`config.mk`:
```
export PLATFORM = sky130hd
export DESIGN_NAME = fdrd_scan
export DESIGN_NICKNAME = d
export VERILOG_FILES = /design/src/rtl/assert_macros.svh /design/src/rtl/fdrd_pkg.sv /design/src/rtl/fdrd_scan.sv
export SDC_FILE = /design/constraint.sdc
export NUM_CORES = 1
export LEC_CHECK = 0
export BUFFER_PORTS_ARGS = -buffer_cell sky130_fd_sc_hd__buf_4
export CAP_MARGIN = 10
export CORE_ASPECT_RATIO = 0.9
export CORE_MARGIN = 5
export CORE_UTILIZATION = 35
export CTS_CLUSTER_DIAMETER = 30
export DETAILED_ROUTE_END_ITERATION = 7
export PLACE_DENSITY = 0.6
export SLEW_MARGIN = 30
export SYNTH_ARGS = -nofsm -noshare
export SYNTH_HDL_FRONTEND = slang
export SYNTH_SLANG_ARGS = --single-unit
export TNS_END_PERCENT = 30
```
`constraint.sdc`:
```
create_clock -name clk -period 3.6 [get_ports clk]
set_input_delay 0.18 -clock clk [delete_from_list [all_inputs] [get_ports clk]]
set_output_delay 0.18 -clock clk [all_outputs]
set_load 0.02 [all_outputs]
```
`src/rtl/assert_macros.svh`:
```
// Assertion macros for the frame dirty-row detector RTL, used by fdrd_track.
// Users need signals named clk and rst_n in scope.
`ifndef ASSERT_MACROS_SVH
`define ASSERT_MACROS_SVH

// Property holds at every clock edge outside reset.
`define FDRD_ASSERT(lbl, prop, msg) \
  lbl: assert property (@(posedge clk) disable iff (!rst_n) (prop)) else $error(msg);

// Condition never occurs outside reset.
`define FDRD_NEVER(lbl, cond, msg) \
  `FDRD_ASSERT(lbl, !(cond), msg)

`endif

```
`src/rtl/fdrd_pkg.sv`:
```
// Package for the frame dirty-row detector: sizes, field widths and the
// per-item record passed from the raster scanner to the compare stage.
package fdrd_pkg;

  localparam int MAX_WIDTH  = 4096;
  localparam int MAX_HEIGHT = 2048;

  // payload field widths (fixed by the item format)
  localparam int PIX_W  = 32;
  localparam int FW_W   = 13;
  localparam int FH_W   = 12;
  localparam int TOP_W  = 11;
  localparam int ROWS_W = 12;
  localparam int RW_W   = 13;

  // internal widths derived from the frame size limits
  localparam int COL_W  = $clog2(MAX_WIDTH);
  localparam int ROW_W  = $clog2(MAX_HEIGHT);
  localparam int ADDR_W = COL_W + ROW_W;
  localparam int SW_W   = $clog2(MAX_WIDTH + 1);
  localparam int SH_W   = $clog2(MAX_HEIGHT + 1);

  typedef struct packed {
    logic [PIX_W-1:0]  pixel;
    logic [ADDR_W-1:0] addr;
    logic [ROW_W-1:0]  row;
    logic [SW_W-1:0]   width;
    logic              comparable;
    logic              is_mid;
    logic              row_end;
    logic              frame_end;
  } fdrd_item_t;

endpackage

```
`src/rtl/fdrd_scan.sv`:
```
// Raster scanner: clamps the frame size, tracks column/row position, stored
// frame size, and builds the per-item record. Depends on fdrd_pkg.
module fdrd_scan import fdrd_pkg::*; (
  input  logic             clk,
  input  logic             rst_n,
  input  logic             accept,
  input  logic [PIX_W-1:0] pixel,
  input  logic [FW_W-1:0]  frame_width,
  input  logic [FH_W-1:0]  frame_height,
  output fdrd_item_t       item
);

  logic [COL_W-1:0] column_count_r, column_count_nxt;
  logic [ROW_W-1:0] row_count_r, row_count_nxt;
  logic [SW_W-1:0]  stored_width_r;
  logic [SH_W-1:0]  stored_height_r;
  logic             stored_valid_r;
  logic [SW_W-1:0]  w;
  logic [SH_W-1:0]  h;

  always_comb begin
    priority if (frame_width < FW_W'(2)) begin
      w = SW_W'(2);
    end else if (32'(frame_width) > MAX_WIDTH) begin
      w = SW_W'(MAX_WIDTH);
    end else begin
      w = SW_W'(frame_width);
    end
    priority if (frame_height < FH_W'(2)) begin
      h = SH_W'(2);
    end else if (32'(frame_height) > MAX_HEIGHT) begin
      h = SH_W'(MAX_HEIGHT);
    end else begin
      h = SH_W'(frame_height);
    end
  end

  always_comb begin
    item.pixel      = pixel;
    item.addr       = {row_count_r, column_count_r};
    item.row        = row_count_r;
    item.width      = w;
    item.comparable = stored_valid_r && (stored_width_r == w) && (stored_height_r == h);
    item.is_mid     = (column_count_r == COL_W'(w >> 1));
    // width given with each pixel decides where the row ends
    item.row_end    = (32'(column_count_r) + 1) >= 32'(w);
    item.frame_end  = item.row_end && ((32'(row_count_r) + 1) >= 32'(h));

    column_count_nxt = item.row_end ? '0 : column_count_r + COL_W'(1);
    row_count_nxt    = row_count_r;
    if (item.row_end) begin
      row_count_nxt = item.frame_end ? '0 : row_count_r + ROW_W'(1);
    end
  end

  always_ff @(posedge clk) begin
    if (!rst_n) begin
      column_count_r  <= '0;
      row_count_r     <= '0;
      stored_width_r  <= '0;
      stored_height_r <= '0;
      stored_valid_r  <= 1'b0;
    end else if (accept) begin
      column_count_r <= column_count_nxt;
      row_count_r    <= row_count_nxt;
      if (item.frame_end) begin
        stored_width_r  <= w;
        stored_height_r <= h;
        stored_valid_r  <= 1'b1;
      end
    end
  end

endmodule

```
==> metrics.txt <==
Synth async-reset ratio=0; top_reg_cell synth=dfxtp_1; Avg Inst Size Synth=7.80 µm²; Max-slew headroom=0.423; Max Cap Viol=0; DR pass1 iterations=5; Setup CP Type=reg2out; Vias/cell=between 5 and 6; pin count of the biggest net entering global routing=a little over 90; fmax=291 MHz; Setup crit start kind=flop; WHS Path Cells=2; most frequent CP cell=buf_4; most frequent cells in the layout=105 x buf_4, 81 x nand2_1, 46 x dfxtp_1; worst-margin pin slew=around 870 ps; Max Clock Skew=approximately 11 ps; detailed placement HPWL=8.84 mm; Max FO, Critical Path=11; port buffer count=78; Clock Latency Late Sink=~300 ps; final worst path period share=0.956; hold_sp=frame_height[8]; Post-synth EDFFs=0; grt ovf=0; htree depth=2; cell count after synthesis=529; slowest CP cell=dfxtp_2; number of buffers and inverters on the critical path=4; Min-Delay Endpoint=stored_height_r[8]; Clock transition at path regs=~80 ps; slack of the worst reg-to-reg path=between 150 and 200 ps; worst-case vdd ir drop=between 0.0002 and 0.0003 V; antenna cells=0; CP required=between 3000 and 4000 ps; critical path arrival=3260 ps; CTS tree=done; #FFs+latches synth=a little under 50; Die Footprint=14100 µm²; Top delay family on crit path=simple AND/OR/NAND/NOR gates; Synthesized Nets=615; nets=651; Root Driver=clkbuf_16; dominant cells by area after synthesis=dfxtp_1 24%, ha_1 7.9%, buf_4 7.8%; Synth top area share=0.238; Clock Path Buffers=2; share of layout cells above drive strength 1=0.242; R2R cell count=14; total length of routed wires=about 12 mm; post-synth top area cell=dfxtp_1; DRT antenna net count=0; chip height=113 µm; Design Area, Final=approximately 5000 µm²; pwr/cell area=272 nW/µm²; Layout area overhead=19.3%; GP Congestion=0.910; Max stage delay on crit path=390 ps; RR Startpoint=column_count_r[1]; width of the die=about 120 µm; terminus of the critical flop-to-flop path=row_count_r[9]; worst min path class=in2reg; final-report hold violation count=0; Tmin final=approximately 3400 ps; crit path cell chain=ha_2 -> nand3_1 -> nor3_2 -> buf_4 -> xor2_1 -> ha_1 -> nand4_1 -> buf_4 -> o31ai_4 -> o211a_4 -> nor3_4 -> inv_4 -> buf_4; Leak=0.00211 µW; Final setup viols=0; via count=3898; dpl cell area=4640 µm²; I/O Pins=143; post-synth cell types=61; CTS Sinks=49; Routed WL per cell=16.5 µm; YS warnings=0; most common cell after layout, fill and taps aside=buf_4; Total GRT Usage=0.160; status=finished clean; first-pass GRT wire length=18.6 mm; DR DRC count=0; mapped cell area=between 4000 and 5000 µm²; crit end category=output port; row cnt=37; initial drt markers=~280; vias in the first global route=3616; Initial Util=0.359; max-slew violation count=0; CTS buffer count=5; initial antenna violation count=0; Core Region=11500 µm²; register area share after synthesis=0.238; Hold Buf Count CTS=0; post-layout util=0.428
-- worst max path at each step --
stage / from / end / slack, ps / cells after the start
2_1_floorplan: column_count_r[0] / stored_height_r[9] / 9 / 13
3_3_place_gp: row_count_r[0] / stored_height_r[10] / 170 / 13
3_5_place_dp: column_count_r[1] / row_count_r[9] / 50 / 13
4_1_cts: column_count_r[1] / item[1] / 10 / 12
5_1_grt: column_count_r[1] / item[1] / -30 / 12
6_report: column_count_r[1] / item[1] / 160 / 13
-- state kept, by name (all words and copies together), names as in the netlist --
signal           cells
row_count_r         11
stored_valid_r       1
stored_height_r     12
column_count_r      12
stored_width_r      13
-- logic make-up after synthesis --
group	share of synthesized area
AND/OR/NAND/NOR	0.236
AO/OA/AOI/OAI	0.181
buffers and inverters	0.136
flip-flops	0.238
XOR/XNOR	0.0913
adder cells (fa/ha/maj)	0.0789
multiplexers	0.0388
-- report_power, final --
part / internal, µW / switching [µW]
registers: 544 / 3.00
clock network: 335 / 236
logic: 88.7 / 134
total: 967 / 373
-- synth_stat cells, types with 12 or more instances --
cell type  count
ha_1          26
a21oi_1       25
xor2_1        18
inv_1         21
nand2_1       81
o21a_1        12
xnor2_1       25
clkbuf_1      26
nor2_1        16
mux2i_1       16
dfxtp_1       49
nand3_1       16
buf_4         43
-- routing by layer --
layer | vias up | wire, µm | track usage
met5 | - | 0 | 0
met4 | 0 | 186 | 0.0402
met3 | 24 | 647 | 0.0274
met2 | 130 | 5700 | 0.264
met1 | 1852 | 5360 | 0.218
li1 | 1892 | - | -
-- cell type report --
type	instances	area, µm²
clock buffers	5	125
repair buffers	106	808
flip-flops and latches	49	985
multi-input cells	378	2660
fillers	1166	6560
clock inverters	3	50.0
inverters	25	96.3
well taps	156	195
-- metrics by stage --
step	setup TNS, ps	hold WS [ps]	total power, µW	setup WS, ps	instances
2_1_floorplan	0	332	734	9.10	529
6_report	0	159	1340	160	722
4_1_cts	0	154	1340	11.2	718
3_3_place_gp	0	360	767	168	710
3_5_place_dp	0	360	771	51.2	710
5_1_grt	-59.4	155	1390	-28.4	722
-- repair_timing --
item | 4_1_cts | 5_1_grt
setup buffers | 0 | 4
pin swaps | 1 | 6
gates resized for setup | 3 | 15
endpoints found under the setup margin | 3 | 20
Power figures use the tool's default switching activity.
