<file path="src/rtl/assert_macros.svh">
// Assertion macros for the frame dirty-row detector RTL, used by fdrd_track.
// Users need signals named clk and rst_n in scope.
`ifndef ASSERT_MACROS_SVH
`define ASSERT_MACROS_SVH

// Property holds at every clock edge outside reset.
`define FDRD_ASSERT(lbl, prop, msg) \
  lbl: assert property (@(posedge clk) disable iff (!rst_n) (prop)) else $error(msg);

// Condition never occurs outside reset.
`define FDRD_NEVER(lbl, cond, msg) \
  `FDRD_ASSERT(lbl, !(cond), msg)

`endif

</file>
<file path="src/rtl/fdrd_pkg.sv">
// Package for the frame dirty-row detector: sizes, field widths and the
// per-item record passed from the raster scanner to the compare stage.
package fdrd_pkg;

  localparam int MAX_WIDTH  = 4096;
  localparam int MAX_HEIGHT = 2048;

  // payload field widths (fixed by the item format)
  localparam int PIX_W  = 32;
  localparam int FW_W   = 13;
  localparam int FH_W   = 12;
  localparam int TOP_W  = 11;
  localparam int ROWS_W = 12;
  localparam int RW_W   = 13;

  // internal widths derived from the frame size limits
  localparam int COL_W  = $clog2(MAX_WIDTH);
  localparam int ROW_W  = $clog2(MAX_HEIGHT);
  localparam int ADDR_W = COL_W + ROW_W;
  localparam int SW_W   = $clog2(MAX_WIDTH + 1);
  localparam int SH_W   = $clog2(MAX_HEIGHT + 1);

  typedef struct packed {
    logic [PIX_W-1:0]  pixel;
    logic [ADDR_W-1:0] addr;
    logic [ROW_W-1:0]  row;
    logic [SW_W-1:0]   width;
    logic              comparable;
    logic              is_mid;
    logic              row_end;
    logic              frame_end;
  } fdrd_item_t;

endpackage

</file>
<file path="src/rtl/fdrd_if.sv">


interface fdrd_out_if import fdrd_pkg::*; ();
  logic              valid;
  logic              ready;
  logic              has_rect;
  logic [TOP_W-1:0]  rect_top;
  logic [ROWS_W-1:0] rect_rows;
  logic [RW_W-1:0]   rect_width;

  modport source (output valid, output has_rect, output rect_top, output rect_rows,
                  output rect_width, input ready);
  modport sink   (input valid, input has_rect, input rect_top, input rect_rows,
                  input rect_width, output ready);
endinterface

</file>
<file path="src/rtl/fdrd_track.sv">
// Compare stage: checks each pixel against the stored one, writes the new
// pixel back, tracks differing rows and holds the frame result register.
// Depends on fdrd_pkg, fdrd_if and assert_macros.svh.
`include "assert_macros.svh"

module fdrd_track import fdrd_pkg::*; (
  input  logic              clk,
  input  logic              rst_n,
  input  logic              accept,
  input  fdrd_item_t        item,
  input  logic [PIX_W-1:0]  rd_data,
  output logic              s1_ready,
  output logic              wr_en,
  output logic [ADDR_W-1:0] wr_addr,
  output logic [PIX_W-1:0]  wr_data,
  fdrd_out_if.source        out_ch
);

  logic             s1_valid_r;
  fdrd_item_t       s1_r;
  logic             row_differs_r, middle_differs_r, first_found_r;
  logic [ROW_W-1:0] first_row_r, last_row_r;

  logic              out_valid_r;
  logic              has_rect_r;
  logic [TOP_W-1:0]  rect_top_r;
  logic [ROWS_W-1:0] rect_rows_r;
  logic [RW_W-1:0]   rect_width_r;

  logic             s1_adv, s1_fire, res_load;
  logic             differs, rd_now, mid_now, ff_now, mark_row;
  logic [ROW_W-1:0] first_now, last_now;
  logic             has_nxt;

  // only a frame-end item waits, and only while the last result is untaken
  assign s1_adv   = !(s1_r.frame_end && out_valid_r && !out_ch.ready);
  assign s1_fire  = s1_valid_r && s1_adv;
  assign s1_ready = !s1_valid_r || s1_adv;
  assign res_load = s1_fire && s1_r.frame_end;

  always_comb begin
    differs   = s1_r.comparable && (rd_data != s1_r.pixel);
    rd_now    = row_differs_r || differs;
    mid_now   = middle_differs_r || (differs && s1_r.is_mid);
    mark_row  = s1_r.row_end && rd_now;
    ff_now    = first_found_r || mark_row;
    first_now = (mark_row && !first_found_r) ? s1_r.row : first_row_r;
    last_now  = mark_row ? s1_r.row : last_row_r;
    has_nxt   = s1_r.comparable && mid_now && ff_now;
  end

  assign wr_en   = s1_fire;
  assign wr_addr = s1_r.addr;
  assign wr_data = s1_r.pixel;

  always_ff @(posedge clk) begin
    if (accept) begin
      s1_r <= item;
    end
    if (res_load) begin
      has_rect_r   <= has_nxt;
      rect_top_r   <= has_nxt ? TOP_W'(first_now) : '0;
      rect_rows_r  <= has_nxt ?
                      ROWS_W'({1'b0, last_now} - {1'b0, first_now} + (ROW_W + 1)'(1)) : '0;
      rect_width_r <= has_nxt ? RW_W'(s1_r.width) : '0;
    end
  end

  always_ff @(posedge clk) begin
    if (!rst_n) begin
      s1_valid_r       <= 1'b0;
      row_differs_r    <= 1'b0;
      middle_differs_r <= 1'b0;
      first_found_r    <= 1'b0;
      first_row_r      <= '0;
      last_row_r       <= '0;
      out_valid_r      <= 1'b0;
    end else begin
      if (accept) begin
        s1_valid_r <= 1'b1;
      end else if (s1_fire) begin
        s1_valid_r <= 1'b0;
      end

      if (s1_fire) begin
        row_differs_r <= s1_r.row_end ? 1'b0 : rd_now;
        if (s1_r.frame_end) begin
          middle_differs_r <= 1'b0;
          first_found_r    <= 1'b0;
          first_row_r      <= '0;
          last_row_r       <= '0;
        end else begin
          middle_differs_r <= mid_now;
          first_found_r    <= ff_now;
          first_row_r      <= first_now;
          last_row_r       <= last_now;
        end
      end

      if (res_load) begin
        out_valid_r <= 1'b1;
      end else if (out_ch.ready) begin
        out_valid_r <= 1'b0;
      end
    end
  end

  assign out_ch.valid      = out_valid_r;
  assign out_ch.has_rect   = has_rect_r;
  assign out_ch.rect_top   = rect_top_r;
  assign out_ch.rect_rows  = rect_rows_r;
  assign out_ch.rect_width = rect_width_r;

  `FDRD_NEVER(a_rmw_same_addr, wr_en && accept && (wr_addr == item.addr), "write-back hits the entry being read")
  `FDRD_ASSERT(a_result_loaded, res_load |=> out_valid_r, "frame result not registered")
  `FDRD_ASSERT(a_stall_only_end, (s1_valid_r && !s1_adv) |-> (s1_r.frame_end && out_valid_r), "compare stage stalled without pending result")
  `FDRD_ASSERT(a_rect_rows, (out_valid_r && has_rect_r) |-> (rect_rows_r != '0), "reported rectangle has no rows")
  `FDRD_ASSERT(a_empty_result, (out_valid_r && !has_rect_r) |-> (rect_top_r == '0 && rect_rows_r == '0 && rect_width_r == '0), "empty result carries nonzero fields")

endmodule

</file>
<file path="src/flat_wrapper.sv">
// flat-port wrapper written by rule: the top's interface ports become plain ports
module fdrd_track_flat import fdrd_pkg::*;
  (clk, rst_n, accept, item, rd_data, s1_ready, wr_en, wr_addr, wr_data, out_ch_valid, out_ch_has_rect, out_ch_rect_top, out_ch_rect_rows, out_ch_rect_width, out_ch_ready);
  fdrd_out_if out_ch_i ();
  input  logic clk;
  input  logic rst_n;
  input  logic accept;
  input  fdrd_item_t item;
  input  logic [PIX_W-1:0] rd_data;
  output logic s1_ready;
  output logic wr_en;
  output logic [ADDR_W-1:0] wr_addr;
  output logic [PIX_W-1:0] wr_data;
  output wire logic [$bits(out_ch_i.valid)-1:0] out_ch_valid;
  output wire logic [$bits(out_ch_i.has_rect)-1:0] out_ch_has_rect;
  output wire logic [$bits(out_ch_i.rect_top)-1:0] out_ch_rect_top;
  output wire logic [$bits(out_ch_i.rect_rows)-1:0] out_ch_rect_rows;
  output wire logic [$bits(out_ch_i.rect_width)-1:0] out_ch_rect_width;
  input wire logic [$bits(out_ch_i.ready)-1:0] out_ch_ready;
  assign out_ch_valid = out_ch_i.valid;
  assign out_ch_has_rect = out_ch_i.has_rect;
  assign out_ch_rect_top = out_ch_i.rect_top;
  assign out_ch_rect_rows = out_ch_i.rect_rows;
  assign out_ch_rect_width = out_ch_i.rect_width;
  assign out_ch_i.ready = out_ch_ready;
  fdrd_track u_core (.clk(clk), .rst_n(rst_n), .accept(accept), .item(item), .rd_data(rd_data), .s1_ready(s1_ready), .wr_en(wr_en), .wr_addr(wr_addr), .wr_data(wr_data), .out_ch(out_ch_i));
endmodule
</file>
<file path="config.mk">
export PLATFORM = sky130hd
export DESIGN_NAME = fdrd_track_flat
export DESIGN_NICKNAME = d
export VERILOG_FILES = /design/src/rtl/fdrd_pkg.sv /design/src/rtl/fdrd_if.sv /design/src/rtl/fdrd_track.sv /design/src/flat_wrapper.sv
export VERILOG_INCLUDE_DIRS = /design/src /design/src/rtl
export SDC_FILE = /design/constraint.sdc
export NUM_CORES = 1
export LEC_CHECK = 0
export ABC_AREA = 1
export BUFFER_PORTS_ARGS = -buffer_cell sky130_fd_sc_hd__clkbuf_2
export CAP_MARGIN = 20
export CORE_MARGIN = 2
export CORE_UTILIZATION = 55
export CTS_CLUSTER_DIAMETER = 120
export DETAILED_ROUTE_END_ITERATION = 7
export PLACE_DENSITY = 0.85
export SETUP_SLACK_MARGIN = 0.2
export SKIP_LAST_GASP = 1
export SYNTH_ARGS = -nofsm -noshare
export SYNTH_HDL_FRONTEND = slang
export SYNTH_SLANG_ARGS = --single-unit
</file>
<file path="constraint.sdc">
create_clock -name clk -period 8 [get_ports clk]
set_clock_uncertainty 0.15 [all_clocks]
set_input_delay 1.2 -clock clk [delete_from_list [all_inputs] [get_ports clk]]
set_output_delay 1.2 -clock clk [all_outputs]
set_load 0.03 [all_outputs]
</file>
==> metrics.md, run 1 <==
| Metric | Value |
|---|---|
| Crit. End Element | flop |
| Antenna diodes | 0 |
| Status | finished, final reports clean |
| Post-synth top area share | 0.525 |
| Post-synthesis async set-or-reset flop share | 0 |
| Leading post-synthesis cells by cell area | edfxtp_1 (53%), dfxtp_1 (7.9%), nand2_1 (7.0%) |
| Die X-Extent | 116 um |
| First-pass GRT wire length | 20100 um |
| IO buf count | 213 |
| Share of cells above drive strength 1 | 0.314 |
| EDFF count, synth | 120 |
| Mapped Nets | 789 |
| #FFs+latches synth | 147 |
| Final worst path period share | 0.529 |
| Mapped cell area | 6860 um2 |
| Max-cap violation count | 0 |
| Post_cts resized | 0 |
| # H-tree levels | 4 |
| Design Power | 1.93 mW |
| Synth Area in Compound Gates | 0.0425 |
| # hold bufs at CTS | 0 |
| Synth area leader | edfxtp_1 |
| Clk_lat worst skew | 0.41 ns |
| Vias per std cell | 4.67 |
| CP max-delay cell | ha_1 |
| Cell repeated most along the worst path | nand2_1 |
| F_max | 0.236 GHz |
| Crit path kind | input pin to flop |
| WL met2 | 6280 um |
| Register area share after synthesis | 0.604 |
| Final setup fails | 0 |
| CTS tree | done |
| Crit. Startpoint | rd_data[18] |
| Vias in the first global route | 4429 |
| Clk root buf | clkbuf_16 |
| Tightest Pin Transition | 1.02 ns |
| Hold Startpoint | u_core.middle_differs_r |
| Cell variety after synth | 35 |
| Fin. Hold Viols | 0 |
| Mux cell area share after synthesis | 0 |
| Initial antenna violation count | 0 |
| Leak pwr | 3.75 nW |
| Fin nets | 951 |
| Most numerous cell in the Yosys netlist | nand2_1 |
| Pwr/cell area | 236 nW/um2 |
| Synth Warn # | 0 |
| XOR/XNOR Fraction of Synth Area | 0.0383 |
| Main combinational cell family by area after synthesis | simple AND/OR/NAND/NOR gates |
| CP max stage delay | 0.35 ns |
| Post-CTS Setup Bufs | 0 |
| Total Wirelength | 12700 um |
| Post-route setup TNS | 0 ns |
| Gate Count Post-Synth | 653 |
| CTS buffer count | 17 |
| Die H | 116 um |
| Pins Over Slew Limit | 0 |
| Placeable Area | 12100 um2 |
| Initial Utilization | 0.566 |
| Drt first-iter violations | 228 |
| Final Non-Filler Cells | 996 |
| CP arrival | 4.25 ns |
| Relative slew slack | 0.323 |
| Element type at the critical path start | input pin |
| Worst min path class | flop to flop |
| Post-DP HPWL | 9510 um |
| Clock sink count | 147 |
| Routability cong. | 0.861 |
| Post-DRT Antenna Nets | 0 |
| Worst path bufs/invs | 2 |
| Wl on met1 | 5370 um |
| Clock-pin slew on the worst setup and hold paths | 0.05 ns |
| Highest net fanout along the worst path | 25 |
| FP Rows | 40 |
| CP required | 8.02 ns |
| GR Util All Layers | 0.198 |
| RR Startpoint | u_core.wr_data[23] |
| Synth top cells by count | nand2_1 (127), edfxtp_1 (120), inv_1 (90) |
| Cell count after placement | 964 |
| Die area | 13400 um2 |
| WL met3 | 793 um |
| Worst VDD drop | 179 uV |
| Max Used Layer | met4 |
| DRT Pass-1 Iters | 4 |
| RSZ-0062 raised after global routing | no |
| Drt wl/cell | 12.7 um |
| Post-route minimum period | 4.23 ns |
| Most common flop cell mapped by yosys | edfxtp_1 |
| Crit-path leading delay family | simple AND/OR/NAND/NOR gates |
| DR DRC count | 0 |
| Mean Syn Cell Area | 10.5 um2 |
| Syn-to-layout area delta | 19.3% |
| Vias | 4650 |
| Largest net degree at the start of global routing | 85 |
| I/O Pins | 214 |
| Deepest clock path buffer count | 2 |
| Simple-Gate Fraction of Synth Area | 0.158 |
| Adder-cell share of the synthesized area | 0.0321 |
| Global route overflow | 0 |
[metal layers]
layer	up-vias	GRT usage
met5	-	0
met4	0	0.0897
met3	14	0.0560
met2	132	0.330
met1	2088	0.242
li1	2416	-
[kinds of logic after synthesis]
kind of cell,count (synthesis)
xor gates and xnor gates,30
DFF,147
and+or+nand+nor,244
AOI/OAI and AO/OA,53
adders and majority gates,17
buffers and inverters,162
[layout by cell type (no fill, tap or decap), drive strengths merged, types with 2 or more instances in the layout]
cell type    n
a21oi       42
and2         5
buf          3
clkbuf     232
clkinv       7
clkinvlp     3
dfxtp       27
edfxtp     120
ha          16
inv         91
nand2      135
nand3       41
nand4       11
nor2        46
nor3         2
o21ai        4
or2          3
xnor2       29
[cell type report]
cell class | instances | area (um2)
Tap cell | 168 | 210
Clock inverter | 12 | 110
Sequential cell | 147 | 4140
Timing Repair Buffer | 215 | 1080
Clock buffer | 20 | 437
Multi-Input combinational cell | 344 | 1860
Fill cell | 987 | 3930
Inverter | 90 | 338
[stage by stage]
step                setup WS, ns  hold slack, ns  utilization  area [um2]
finish                      3.77           0.307        0.676        8180
global route                3.44           0.325        0.676        8180
CTS                         3.81           0.313        0.676        8180
detailed placement          3.37           0.305        0.630        7640
global placement            3.44           0.288        0.630        7640
floorplan                   3.99           0.278            -        6860
[registers in the layout, indices dropped and copies added, names as in the netlist]
name,cells
u_core.first_found_r,1
u_core.first_row_r,11
u_core.last_row_r,11
u_core.middle_differs_r,1
u_core.out_ch.has_rect,1
u_core.out_ch.rect_rows,12
u_core.out_ch.rect_top,11
u_core.out_ch.rect_width,13
u_core.out_ch.valid,1
u_core.row_differs_r,1
u_core.s1_r,28
u_core.s1_valid_r,1
u_core.wr_addr,23
u_core.wr_data,32
[worst paths after layout]
kind	cells after the start	slack, ns	endpoint
setup / recovery	25	3.77	u_core.out_ch.rect_rows[10]
hold / removal	2	0.31	u_core.middle_differs_r
setup reg to reg	22	4.21	u_core.out_ch.rect_rows[10]
hold reg to reg	2	0.31	u_core.middle_differs_r
[worst reg2reg max path: stages (launching register included)]
cell and delay, ns:
edfxtp_1 0.44, xnor2_1 0.19, nand2_1 0.07, nor2_1 0.10
nand2_1 0.06, nor2_1 0.11, nand2_1 0.09, nand2_2 0.08
nand2_4 0.17, nand2_4 0.20, nand2_1 0.09, and2_1 0.17
ha_1 0.18, ha_1 0.35, a21oi_1 0.10, o21ai_0 0.14
a21oi_1 0.08, o21ai_0 0.31, a21oi_1 0.11, o21bai_1 0.17
nand2_1 0.07, nand2_1 0.06, nor2_1 0.03
[power by group]
part           internal (mW)  switching, mW
Sequential             0.874         0.0203
Combinational          0.113          0.201
Clock                  0.427          0.292
Total                   1.41          0.513
Power figures use the tool's default switching activity.
==> run 2, diff against run 1 <==
Settings changed: ABC_AREA 1 to 0, CORE_UTILIZATION 55 to 46, PLACE_DENSITY 0.85 to 0.77.
Clock period 8 ns to 3.6 ns, I/O delays scaled along.
==> metrics.md, run 2 <==
| Metric | Value |
|---|---|
| Setup ws final | -0.482 ns (was 3.77 ns) |
| Final std cell area, no fill | 8710 um2 (was 8180 um2) |
| Pins Over Slew Limit | 0 (unchanged) |
| Vias | 4542 (was 4650) |
| Fin. Hold Viols | 0 (unchanged) |
| Max-cap violation count | 0 (unchanged) |
| Placement Cell Area | 7810 um2 (was 7640 um2) |
| CTS tree | done (unchanged) |
| Mean Syn Cell Area | 13.4 um2 (was 10.5 um2) |
| # hold bufs at CTS | 0 (unchanged) |
| Cell count after placement | 863 (was 964) |
| Mapped Nets | 620 (was 789) |
| Setup WS pre-CTS | -0.747 ns (was 3.37 ns) |
| Relative slew slack | 0.293 (was 0.323) |
| Share of cells above drive strength 1 | 0.484 (was 0.314) |
| Cell repeated most along the worst path | xnor2_2 (was nand2_1) |
| IO buf count | 213 (unchanged) |
| Register area share after synthesis | 0.638 (was 0.604) |
| EDFF count, synth | 120 (unchanged) |
| CP Cell Sequence | xnor2_2 > nand4_1 > nor4_4 > a21oi_4 > o211ai_4 > mux2i_1 > ha_1 > ha_4 > inv_2 > fa_2 > nor2b_4 > o21ai_4 > a21boi_2 > o21ai_2 > a21oi_2 > buf_4 > xnor2_2 > nor2_1 |
| # H-tree levels | 4 (unchanged) |
| Synth top cells by count | edfxtp_1 (120), buf_4 (58), nand2_1 (35) (was nand2_1 (127), edfxtp_1 (120), inv_1 (90)) |
| Vias per std cell | 4.96 (was 4.67) |
| Clk_lat worst skew | 0.42 ns (was 0.41 ns) |
| Deepest clock path buffer count | 2 (unchanged) |
| Cell variety after synth | 40 (was 35) |
| CP max stage delay | 0.44 ns (was 0.35 ns) |
| Syn-to-layout area delta | 34.0% (was 19.3%) |
| Status | finished with violations (was finished, final reports clean) |
| Pwr/cell area | 525 nW/um2 (was 236 nW/um2) |
| Post-synthesis async set-or-reset flop share | 0 (unchanged) |
| Drt first-iter violations | 222 (was 228) |
| Fin nets | 858 (was 951) |
| Synth Warn # | 0 (unchanged) |
| FP Rows | 43 (was 40) |
| Die area | 15100 um2 (was 13400 um2) |
| Total Wirelength | 15200 um (was 12700 um) |
| Synth area leader | edfxtp_1 (unchanged) |
| Crit. End Element | flop (unchanged) |
| Global route overflow | 0 (unchanged) |
| Design Power | 4.57 mW (was 1.93 mW) |
| Clock-pin slew on the worst setup and hold paths | 0.06 ns (was 0.05 ns) |
| CTS buffer count | 17 (unchanged) |
| Initial Utilization | 0.470 (was 0.566) |
| DRT Pass-1 Iters | 5 (was 4) |
| Tightest Pin Transition | 1.06 ns (was 1.02 ns) |
| Die X-Extent | 123 um (was 116 um) |
| CP max-delay cell | edfxtp_1 (was ha_1) |
| Post-DRT Antenna Nets | 0 (unchanged) |
| Highest net fanout along the worst path | 4 (was 25) |
| I/O Pins | 214 (unchanged) |
| CP arrival | 4.10 ns (was 4.25 ns) |
| #FFs+latches synth | 147 (unchanged) |
| GR Util All Layers | 0.202 (was 0.198) |
| Initial antenna violation count | 0 (unchanged) |
| Leading post-synthesis cells by cell area | edfxtp_1 (55%), dfxtp_1 (8.3%), buf_4 (6.7%) (was edfxtp_1 (53%), dfxtp_1 (7.9%), nand2_1 (7.0%)) |
| Commonest non-fill, non-tap cell in the layout | clkbuf_2 (unchanged) |
| Leak pwr | 3.79 nW (was 3.75 nW) |
| Worst min path class | input pin to flop (was flop to flop) |
| Final setup fails | 9 (was 0) |
| Commonest cells after routing, fill and taps aside | clkbuf_2 (212), edfxtp_1 (120), buf_4 (71) (was clkbuf_2 (212), nand2_1 (127), edfxtp_1 (120)) |
| Final Non-Filler Cells | 915 (was 996) |
| Antenna diodes | 0 (unchanged) |
| Failing checks | negative setup slack |
| Post-DP HPWL | 11100 um (was 9510 um) |
| Most numerous cell in the Yosys netlist | edfxtp_1 (was nand2_1) |
| Worst path bufs/invs | 2 (unchanged) |
| DR DRC count | 0 (unchanged) |
| Crit path kind | flop to flop (was input pin to flop) |
| Final worst path period share | 1.13 |
| Max reg flops | 32 (unchanged) |
| Post-route minimum period | 4.08 ns |
| CP required | 3.62 ns (was 8.02 ns) |
| Drt wl/cell | 16.6 um (was 12.7 um) |
| Post-synth top area share | 0.554 (was 0.525) |
| Element type at the critical path start | flop (was input pin) |
| F_max | 0.245 GHz |
| Die H | 123 um (was 116 um) |
| Placeable Area | 13800 um2 (was 12100 um2) |
| Vias in the first global route | 4496 (was 4429) |
| Clk root buf | clkbuf_16 (unchanged) |
| Clock sink count | 147 (unchanged) |
| First-pass GRT wire length | 22700 um (was 20100 um) |
| Crit-path leading delay family | compound AO/OA/AOI/OAI gates (was simple AND/OR/NAND/NOR gates) |
| Most common flop cell mapped by yosys | edfxtp_1 (unchanged) |
| RSZ-0062 raised after global routing | yes (was no) |
| WHS | 0.140 ns (was 0.307 ns) |
| Worst VDD drop | 362 uV (was 179 uV) |
| Mapped cell area | 6500 um2 (was 6860 um2) |
| Routability cong. | 0.857 (was 0.861) |
| Gate Count Post-Synth | 484 (was 653) |
| Largest net degree at the start of global routing | 85 (unchanged) |
==> run 2: metal layers <==
metal	vias to the layer above	share of wire	GRT usage
li1	2183	-	-
met5	-	0	0
met1	2140	0.37	0.225
met2	194	0.53	0.358
met4	0	0.023	0.0819
met3	25	0.074	0.0627
==> run 2: stage by stage <==
stage	TNS (ns)	utilization
detailed placement	-4.12	0.565
floorplan	-1.08	-
CTS	-2.30	0.619
global placement	-3.20	0.565
finish	-2.74	0.630
global route	-4.56	0.630
==> run 2: cell type report <==
type	instances	area, um2
clock buffer	17	425
sequential	147	4140
multi-input combinational	256	2040
fill	1029	5120
timing repair buffer	288	1650
inverter	12	45.0
clock inverter	15	180
tap	180	225
==> run 2: final timing paths <==
check                       start                         end  slack [ns]  depth (start not counted)
min                      item[23]             u_core.s1_r[23]        0.14                          1
max reg2reg     u_core.wr_data[7]  u_core.out_ch.rect_rows[9]       -0.48                         18
max             u_core.wr_data[7]  u_core.out_ch.rect_rows[9]       -0.48                         18
min reg2reg  u_core.last_row_r[0]        u_core.last_row_r[0]        0.33                          1
==> run 2: repair_timing <==
| action | in CTS | in global routing |
|---|---|---|
| setup buffers | 7 | 13 |
| setup endpoints to repair | 9 | 10 |
| pin swaps | 15 | 11 |
| hold endpoints to repair | 0 | 0 |
| resized for setup | 15 | 10 |
==> run 2: kinds of logic after synthesis <==
kind of cell / Yosys count / synth area share
buffers and inverters: 81 / 0.0839
DFF: 147 / 0.638
muxes: 12 / 0.0187
xor gates and xnor gates: 37 / 0.0499
adders and majority gates: 17 / 0.0339
and+or+nand+nor: 125 / 0.0986
AOI/OAI and AO/OA: 65 / 0.0776
==> run 2: power breakdown <==
part	internal [mW]	leakage [nW]	switching [mW]	total, mW
clock network	1.05	0.302	0.746	1.80
logic	0.356	2.09	0.413	0.769
registers	1.94	1.39	0.0603	2.00
==> run 3, diff against run 2 <==
Settings changed: ABC_AREA 0 to 1, GPL_ROUTABILITY_DRIVEN from default to 0, PLACE_DENSITY 0.77 to 0.76.
==> metrics.md, run 3 (synthesis gave the netlist of run 1 again) <==
| Metric | Value |
|---|---|
| IO buf count | 213 (unchanged) |
| Termination of the worst setup path | u_core.out_ch.rect_rows[10] (was u_core.out_ch.rect_rows[9]) |
| Placement Cell Area | 7850 um2 (was 7810 um2) |
| Largest net degree at the start of global routing | 85 (unchanged) |
| Element type at the critical path start | flop (unchanged) |
| Fin. Hold Viols | 0 (unchanged) |
| Pins Over Slew Limit | 0 (unchanged) |
| CTS buffer count | 17 (unchanged) |
| Design Power | 5.03 mW (was 4.57 mW) |
| # H-tree levels | 4 (unchanged) |
| CP arrival | 3.50 ns (was 4.10 ns) |
| Worst path bufs/invs | 1 (was 2) |
| Global route overflow | 0 (unchanged) |
| WL met3 | 945 um (was 1130 um) |
| Commonest cells after routing, fill and taps aside | clkbuf_2 (212), edfxtp_1 (120), nand2_1 (102) (was clkbuf_2 (212), edfxtp_1 (120), buf_4 (71)) |
| Initial antenna violation count | 0 (unchanged) |
| DRT Pass-1 Iters | 6 (was 5) |
| FP Rows | 44 (was 43) |
| Post-DP HPWL | 9910 um (was 11100 um) |
| Max reg flops | 32 (unchanged) |
| Max Used Layer | met4 (unchanged) |
| Worst-case reg-to-reg path depth | 23 (was 18) |
| Antenna diodes | 0 (unchanged) |
| Number of fill cells in the layout | 1137 (was 1029) |
| CTS tree | done (unchanged) |
| CP max-delay cell | edfxtp_1 (unchanged) |
| Clk root buf | clkbuf_16 (unchanged) |
| Tightest Pin Transition | 1.03 ns (was 1.06 ns) |
| R2R Path End | u_core.out_ch.rect_rows[10] (was u_core.out_ch.rect_rows[9]) |
| Pwr/cell area | 538 nW/um2 (was 525 nW/um2) |
| Syn-to-layout area delta | 36.4% (was 34.0%) |
| Drt first-iter violations | 288 (was 222) |
| Worst VDD drop | 418 uV (was 362 uV) |
| Status | finished, final reports clean (was finished with violations) |
| Post-route minimum period | 3.48 ns (was 4.08 ns) |
| Worst min path class | input pin to flop (unchanged) |
| Wl on met1 | 5890 um (was 5650 um) |
| GR Util All Layers | 0.187 (was 0.202) |
| Placeable Area | 14500 um2 (was 13800 um2) |
| Relative slew slack | 0.311 (was 0.293) |
| Clock sink count | 147 (unchanged) |
| I/O Pins | 214 (unchanged) |
| CP max stage delay | 0.41 ns (was 0.44 ns) |
| Crit-path leading delay family | simple AND/OR/NAND/NOR gates (was compound AO/OA/AOI/OAI gates) |
| CP required | 3.62 ns (about the same) |
| Die X-Extent | 126 um (was 123 um) |
| Clk_lat worst skew | 0.42 ns (about the same) |
| Total Wirelength | 15100 um (was 15200 um) |
| Post-DRT Antenna Nets | 0 (unchanged) |
| Vias per std cell | 4.76 (was 4.96) |
| Fin nets | 1014 (was 858) |
| R2R setup slack | 0.12 ns (was -0.48 ns) |
| Commonest non-fill, non-tap cell in the layout | clkbuf_2 (unchanged) |
| Die area | 15900 um2 (was 15100 um2) |
| Leak pwr | 4.16 nW (was 3.79 nW) |
| Final setup fails | 0 (was 9) |
| RR Startpoint | u_core.wr_data[31] (was u_core.wr_data[7]) |
| Drt wl/cell | 14.0 um (was 16.6 um) |
| Vias | 5120 (was 4542) |
| Cell repeated most along the worst path | nand2_1 (was xnor2_2) |
| Crit. End Element | flop (unchanged) |
| Crit. Startpoint | u_core.wr_data[31] (was u_core.wr_data[7]) |
| F_max | 0.287 GHz (was 0.245 GHz) |
| WL met2 | 7680 um (was 8100 um) |
| First-pass GRT wire length | 23500 um (was 22700 um) |
| Share of cells above drive strength 1 | 0.456 (was 0.484) |
| FF/Latch Area | 4140 um2 (unchanged) |
| Post-route setup TNS | 0 ns (was -2.74 ns) |
| Critical path depth | 23 (was 18) |
| Initial Utilization | 0.472 (was 0.470) |
| Crit path kind | flop to flop (unchanged) |
| RSZ-0062 raised after global routing | yes (unchanged) |
| Final worst path period share | 0.966 (was 1.13) |
| Deepest clock path buffer count | 2 (unchanged) |
| Multi-input gate area | 2410 um2 (was 2040 um2) |
| Die H | 126 um (was 123 um) |
| DR DRC count | 0 (unchanged) |
| Highest net fanout along the worst path | 5 (was 4) |
| Final std cell area, no fill | 9350 um2 (was 8710 um2) |
| Max-cap violation count | 0 (unchanged) |
| CP Cell Sequence | xnor2_1 > nand2_1 > nor2_1 > nand2_1 > nor2_1 > nand2_1 > nand2_2 > nand2_4 > nand3_4 > buf_6 > nand2_2 > nand2_2 > xnor2_2 > ha_4 > nand2_4 > o21ai_2 > a21oi_2 > o21ai_2 > a21oi_1 > o21bai_1 > nand2_1 > nand2_1 > nor2_1 (was xnor2_2 > nand4_1 > nor4_4 > a21oi_4 > o211ai_4 > mux2i_1 > ha_1 > ha_4 > inv_2 > fa_2 > nor2b_4 > o21ai_4 > a21boi_2 > o21ai_2 > a21oi_2 > buf_4 > xnor2_2 > nor2_1) |
| Clock-pin slew on the worst setup and hold paths | 0.06 ns (about the same) |
| Vias in the first global route | 5073 (was 4496) |
| WHS Path Cells | 1 (unchanged) |
[run 3: layout make-up]
cell class                      instances  area share
Inverter                               90      0.0364
Sequential cell                       147       0.443
Multi-Input combinational cell        345       0.257
Timing Repair Buffer                  277       0.170
Clock buffer                           19      0.0463
Tap cell                              184      0.0246
Clock inverter                         13      0.0223
[run 3: what timing repair did]
item | 4_1_cts | 5_1_grt
pin swaps | 38 | 44
setup endpoints to repair | 6 | 9
setup buffers | 27 | 9
hold buffers | 0 | 0
resized for setup | 74 | 45
gates cloned | 1 | 0
[run 3: routing by layer]
| metal | vias to the layer above | track usage |
|---|---|---|
| li1 | 2545 | - |
| met1 | 2347 | 0.228 |
| met2 | 186 | 0.309 |
| met3 | 42 | 0.0531 |
| met4 | 0 | 0.0860 |
| met5 | - | 0 |
[run 3: worst min-delay path by stage]
stage | startpoint | end
6_report | item[54] | u_core.wr_data[3]
5_1_grt | item[21] | u_core.s1_r[21]
4_1_cts | item[54] | u_core.wr_data[3]
3_5_place_dp | u_core.middle_differs_r | u_core.middle_differs_r
3_3_place_gp | u_core.middle_differs_r | u_core.middle_differs_r
2_1_floorplan | u_core.middle_differs_r | u_core.middle_differs_r
[run 3: stage by stage]
step	setup slack [ns]	util	std cells	hold slack, ns
global placement	-0.0829	0.540	1006	0.289
global route	-0.0835	0.644	1075	0.124
floorplan	0.253	-	653	0.278
detailed placement	-0.185	0.540	1006	0.299
CTS	0.139	0.623	1066	0.129
finish	0.121	0.644	1075	0.144
[run 3: where the power goes]
part / internal [mW] / switching (mW) / total [mW] / leakage (nW)
logic: 0.511 / 0.639 / 1.15 / 2.45
registers: 1.94 / 0.0446 / 1.99 / 1.42
clock network: 1.23 / 0.667 / 1.89 / 0.291
